[src/hw/rtl/sapq_pkg.sv]
// ----------------------------------------------------------------------------
// sapq_pkg
// Shared types and constants of the sorted array priority queue.
// ----------------------------------------------------------------------------
package sapq_pkg;

    // built number of cells in the chain
    localparam int DEPTH = 64;

    // fixed field widths
    localparam int KEY_W   = 32;
    localparam int COUNT_W = 7;
    localparam int CAP_W   = 7;
    localparam int REQ_W   = 2;
    localparam int STAT_W  = 2;

    // capacity after reset
    localparam logic [CAP_W-1:0] CAP_RESET = CAP_W'(64);

    // depth as a count value
    localparam logic [COUNT_W-1:0] DEPTH_COUNT = COUNT_W'(DEPTH);

    // request codes
    typedef enum logic [REQ_W-1:0] {
        REQ_ENQ  = 2'd0,
        REQ_DEQ  = 2'd1,
        REQ_PEEK = 2'd2,
        REQ_NOP  = 2'd3
    } t_req_type;

    // status codes
    typedef enum logic [STAT_W-1:0] {
        ST_DONE  = 2'd0,
        ST_FULL  = 2'd1,
        ST_EMPTY = 2'd2,
        ST_RSVD  = 2'd3
    } t_status;

    // what every cell does in the current cycle
    typedef enum logic [1:0] {
        CELL_HOLD   = 2'd0,
        CELL_INSERT = 2'd1,
        CELL_POP    = 2'd2,
        CELL_RSVD   = 2'd3
    } t_cell_op;

    // what a cell shows to its neighbors
    typedef struct packed {
        logic                    valid;
        logic                    gt;
        logic signed [KEY_W-1:0] key;
    } t_cell_nbr;

endpackage

[src/hw/rtl/sapq_cell.sv]
// ----------------------------------------------------------------------------
// sapq_cell
// One slot of the sorted chain. Holds a key and a valid bit, compares its
// key with the incoming key and loads it or a neighbor on insert or pop.
// ----------------------------------------------------------------------------
module sapq_cell (
    input  logic                              i_clk,
    input  logic                              i_rst_n,
    input  sapq_pkg::t_cell_op                i_op,
    input  logic signed [sapq_pkg::KEY_W-1:0] i_key,
    input  sapq_pkg::t_cell_nbr               i_left,
    input  sapq_pkg::t_cell_nbr               i_right,
    output sapq_pkg::t_cell_nbr               o_state
);

    logic                              r_valid;
    logic                              n_valid;
    logic signed [sapq_pkg::KEY_W-1:0] r_key;
    logic signed [sapq_pkg::KEY_W-1:0] n_key;
    logic                              w_gt;

    // this cell stays in front of the incoming key
    assign w_gt = r_valid && (r_key > i_key);

    // next contents of the slot
    always_comb begin
        n_valid = r_valid;
        n_key   = r_key;
        unique case (i_op)
            sapq_pkg::CELL_INSERT: begin
                if (w_gt) begin
                    n_valid = r_valid;
                    n_key   = r_key;
                end else if (i_left.gt) begin
                    n_valid = 1'b1;
                    n_key   = i_key;
                end else begin
                    n_valid = i_left.valid;
                    n_key   = i_left.key;
                end
            end
            sapq_pkg::CELL_POP: begin
                n_valid = i_right.valid;
                n_key   = i_right.key;
            end
            default: begin
                n_valid = r_valid;
                n_key   = r_key;
            end
        endcase
    end

    // valid bit
    always_ff @(posedge i_clk) begin
        if (!i_rst_n) begin
            r_valid <= 1'b0;
        end else begin
            r_valid <= n_valid;
        end
    end

    // key storage
    always_ff @(posedge i_clk) begin
        r_key <= n_key;
    end

    assign o_state = '{valid: r_valid, gt: w_gt, key: r_key};

endmodule

[config.mk]
export PLATFORM = sky130hd
export DESIGN_NAME = sapq_cell
export DESIGN_NICKNAME = d
export VERILOG_FILES = /design/src/hw/rtl/sapq_pkg.sv /design/src/hw/rtl/sapq_cell.sv
export SDC_FILE = /design/constraint.sdc
export NUM_CORES = 1
export LEC_CHECK = 0
export ABC_AREA = 0
export BUFFER_PORTS_ARGS = -buffer_cell sky130_fd_sc_hd__buf_2
export CORE_MARGIN = 10
export CORE_UTILIZATION = 49
export DETAILED_ROUTE_END_ITERATION = 16
export PLACE_DENSITY = 0.93
export SYNTH_ARGS = -nofsm -noshare
export SYNTH_HDL_FRONTEND = slang
export SYNTH_SLANG_ARGS = --single-unit
export TNS_END_PERCENT = 1
[constraint.sdc]
create_clock -name i_clk -period 8.7 [get_ports i_clk]
set_input_delay 2.61 -clock i_clk [delete_from_list [all_inputs] [get_ports i_clk]]
set_output_delay 2.61 -clock i_clk [all_outputs]
set_load 0.05 [all_outputs]
==> summary.txt <==
Run status
  – Status: finished, final reports clean

Clocking
  – Clk sinks: 33
  – Cts hold-fix bufs: 0
  – Root Buffer Master: clkbuf_8
  – Postcts setup bufs: 0
  – CTS clk-pin slew, worst paths: 0.07 ns
  – TritonCTS clock tree: yes
  – Post-CTS Resized: 0
  – H-tree depth: 2
  – Clock Latency Late Sink: 0.28 ns
  – Num CTS Buffers: 5
  – Clock tree buffer depth: 2

Die
  – Chip height: 92.30 um
  – # IOs: 138
  – DIE AREA: 0.008518 mm2
  – Initial Util: 50.47%
  – Width of the die: 92.30 um
  – Core Area: 0.005075 mm2
  – # rows: 26

Synthesis
  – Syn Inst Count: 273
  – Ys async rst share: 0%
  – Sequential element share of the synthesized area: 38.30%
  – Post-Synthesis Mean Instance Area: 9.382 um2
  – Netlist Area Pre-Place: 0.002561 mm2
  – Synth warn: 0
  – Seq cells post-synth: 33
  – Unique masters post-synth: 32
  – Post-synth EDFFs: 32
  – Top FF cell, synth: edfxtp_1
  – Syn nets: 409

Timing
  – Fmax: 0.1388 GHz
  – RSZ-0062 raised after global routing: false
  – Final period util: 82.79%
  – Rel. slew slack: 34.53%
  – Final setup viols: 0
  – Post-layout min period: 7.203 ns
  – Layout Skew: 0.008474 ns
  – Worst-Margin Slew: 0.9821 ns
  – Max-slew violation count: 0
  – Setup TNS: 0 ns
  – Post-route setup slack: 1.497 ns
  – Final Hold Violating Endpoints: 0

Placement
  – Setup Slack @ Placement: 1.483 ns
  – Gpl congestion: 0.7931
  – IO buf count: 136
  – DP Wirelength: 6.317 mm

Layout
  – Ant diodes: 0
  – Most frequent cells in the layout: buf_2 (136), nand2_1 (40), o21ai_0 (36)
  – Most common cell after layout, fill and taps aside: buf_2
  – Share of cells above drive strength 1: 36.95%
  – Area growth syn-to-layout: 32.63%
  – Final net count: 541

Global routing
  – Initial antenna violation count: 0
  – Largest net degree at the start of global routing: 66
  – Total grt overflow: 0
  – First-pass GRT wire length: 12.59 mm
  – Tot GR Track Use: 17.73%
  – Vias in the first global route: 2751

Critical path
  – Critical path class: input port to output pin
  – CP Max Fanout: 2
  – Worst setup EP type: output pin
  – Reg2Reg Setup Slack: 5.40 ns
  – Critical Path Start Type: input port
  – Worst endpoint required time: 6.09 ns
  – Worst endpoint data arrival time: 4.59 ns

Pwr
  – VDD IR-drop max: 0.09415 mV
  – PwrDens: 151.1 mW/mm2
  – Pleak: 1.721 nW

Routing
  – Drt total wl: 7.712 mm
  – Total number of vias: 2462
  – DR iter-0 viols: 84
  – Detailed Routing Iterations Pass 1: 4
  – Vias per inst: 5.172
  – Drt drc: 0
  – WL per Instance: 16.20 um
  – Routed Antenna Nets: 0

Run
  – MaxCap Viol Count: 0

Hold path
  – Min-delay worst type: flip-flop to flip-flop
path summary, 6_finish.rpt:
path | start | cells past startpoint | to
hold reg to reg | r_valid | 2 | r_valid
setup reg to reg | r_key[31] | 7 | r_key[4]
setup / recovery | i_key[1] | 11 | o_state[32]
hold / removal | r_valid | 2 | r_valid
state kept, by name (all words and copies together), names as in the netlist:
name / count
r_valid: 1
r_key: 32
logic make-up (layout without fill, tap and decap cells):
logic type,count (synthesis),after routing,synth area share (%)
AND/OR/NAND/NOR,66,66,12.36
adder cells (fa/ha/maj),32,32,15.63
buffers and inverters,46,179,7.035
multiplexers,33,33,12.90
flip-flops,33,33,38.30
AO/OA/AOI/OAI,63,63,13.78
where the power goes:
group / total, W / internal, W / leakage [nW] / switching (W)
sequential: 0.000205 / 0.000197 / 0.319 / 0.00000825
clock: 0.000120 / 0.0000646 / 0.0455 / 0.0000556
combinational: 0.000188 / 0.0000628 / 1.36 / 0.000126
final cells by class:
cell class,instances,area [um2]
tap,70,87.58
inverter,33,123.9
sequential,33,980.9
multi-input combinational,194,1419
timing repair buffer,138,695.7
clock buffer,8,90.09
fill,407,1678
cells in the mapped netlist (3+ instances only):
cell type,n,share of area (%)
a21oi_1,15,2.9
buf_1,3,0.44
clkbuf_1,8,1.2
edfxtp_1,32,38
ha_1,32,16
inv_1,33,4.8
mux2i_1,33,13
nand2_1,40,5.9
nand3_1,3,0.59
nand4_1,6,1.5
nor2_1,5,0.73
nor2b_1,3,0.73
o211ai_1,3,0.88
o21ai_0,36,7.0
metal layers:
metal | part of all wire (%) | global-route usage, % | vias up | routed length (um)
met5 | 0 | 0 | - | 0
met4 | 1.9 | 6.298 | 0 | 148
met3 | 7.5 | 4.923 | 11 | 577
met2 | 51 | 31.53 | 89 | 3953
met1 | 39 | 19.81 | 1125 | 3032
li1 | - | - | 1237 | -
worst max-delay path, stage by stage:
cell,delay (ns)
buf_2,0.09
inv_1,0.05
ha_1,0.30
nor2b_1,0.14
o211ai_1,0.17
a21oi_1,0.09
o41ai_1,0.43
nor2b_1,0.21
o21ai_0,0.09
a21oi_1,0.13
buf_2,0.29
stage by stage:
stage	util, %	power [W]	instance area [um2]	hold slack [ns]	cells
6_report	66.94	0.0005133	3397	0.4982	476
5_1_grt	66.94	0.0005435	3397	0.5175	476
4_1_cts	66.94	0.0005172	3397	0.4984	476
3_5_place_dp	65.16	0.0003974	3307	0.4881	468
3_3_place_gp	65.16	0.0003897	3307	0.4611	468
2_1_floorplan	-	0.0003360	2561	0.4481	273
Note: power is estimated with default switching activity, not from simulation.
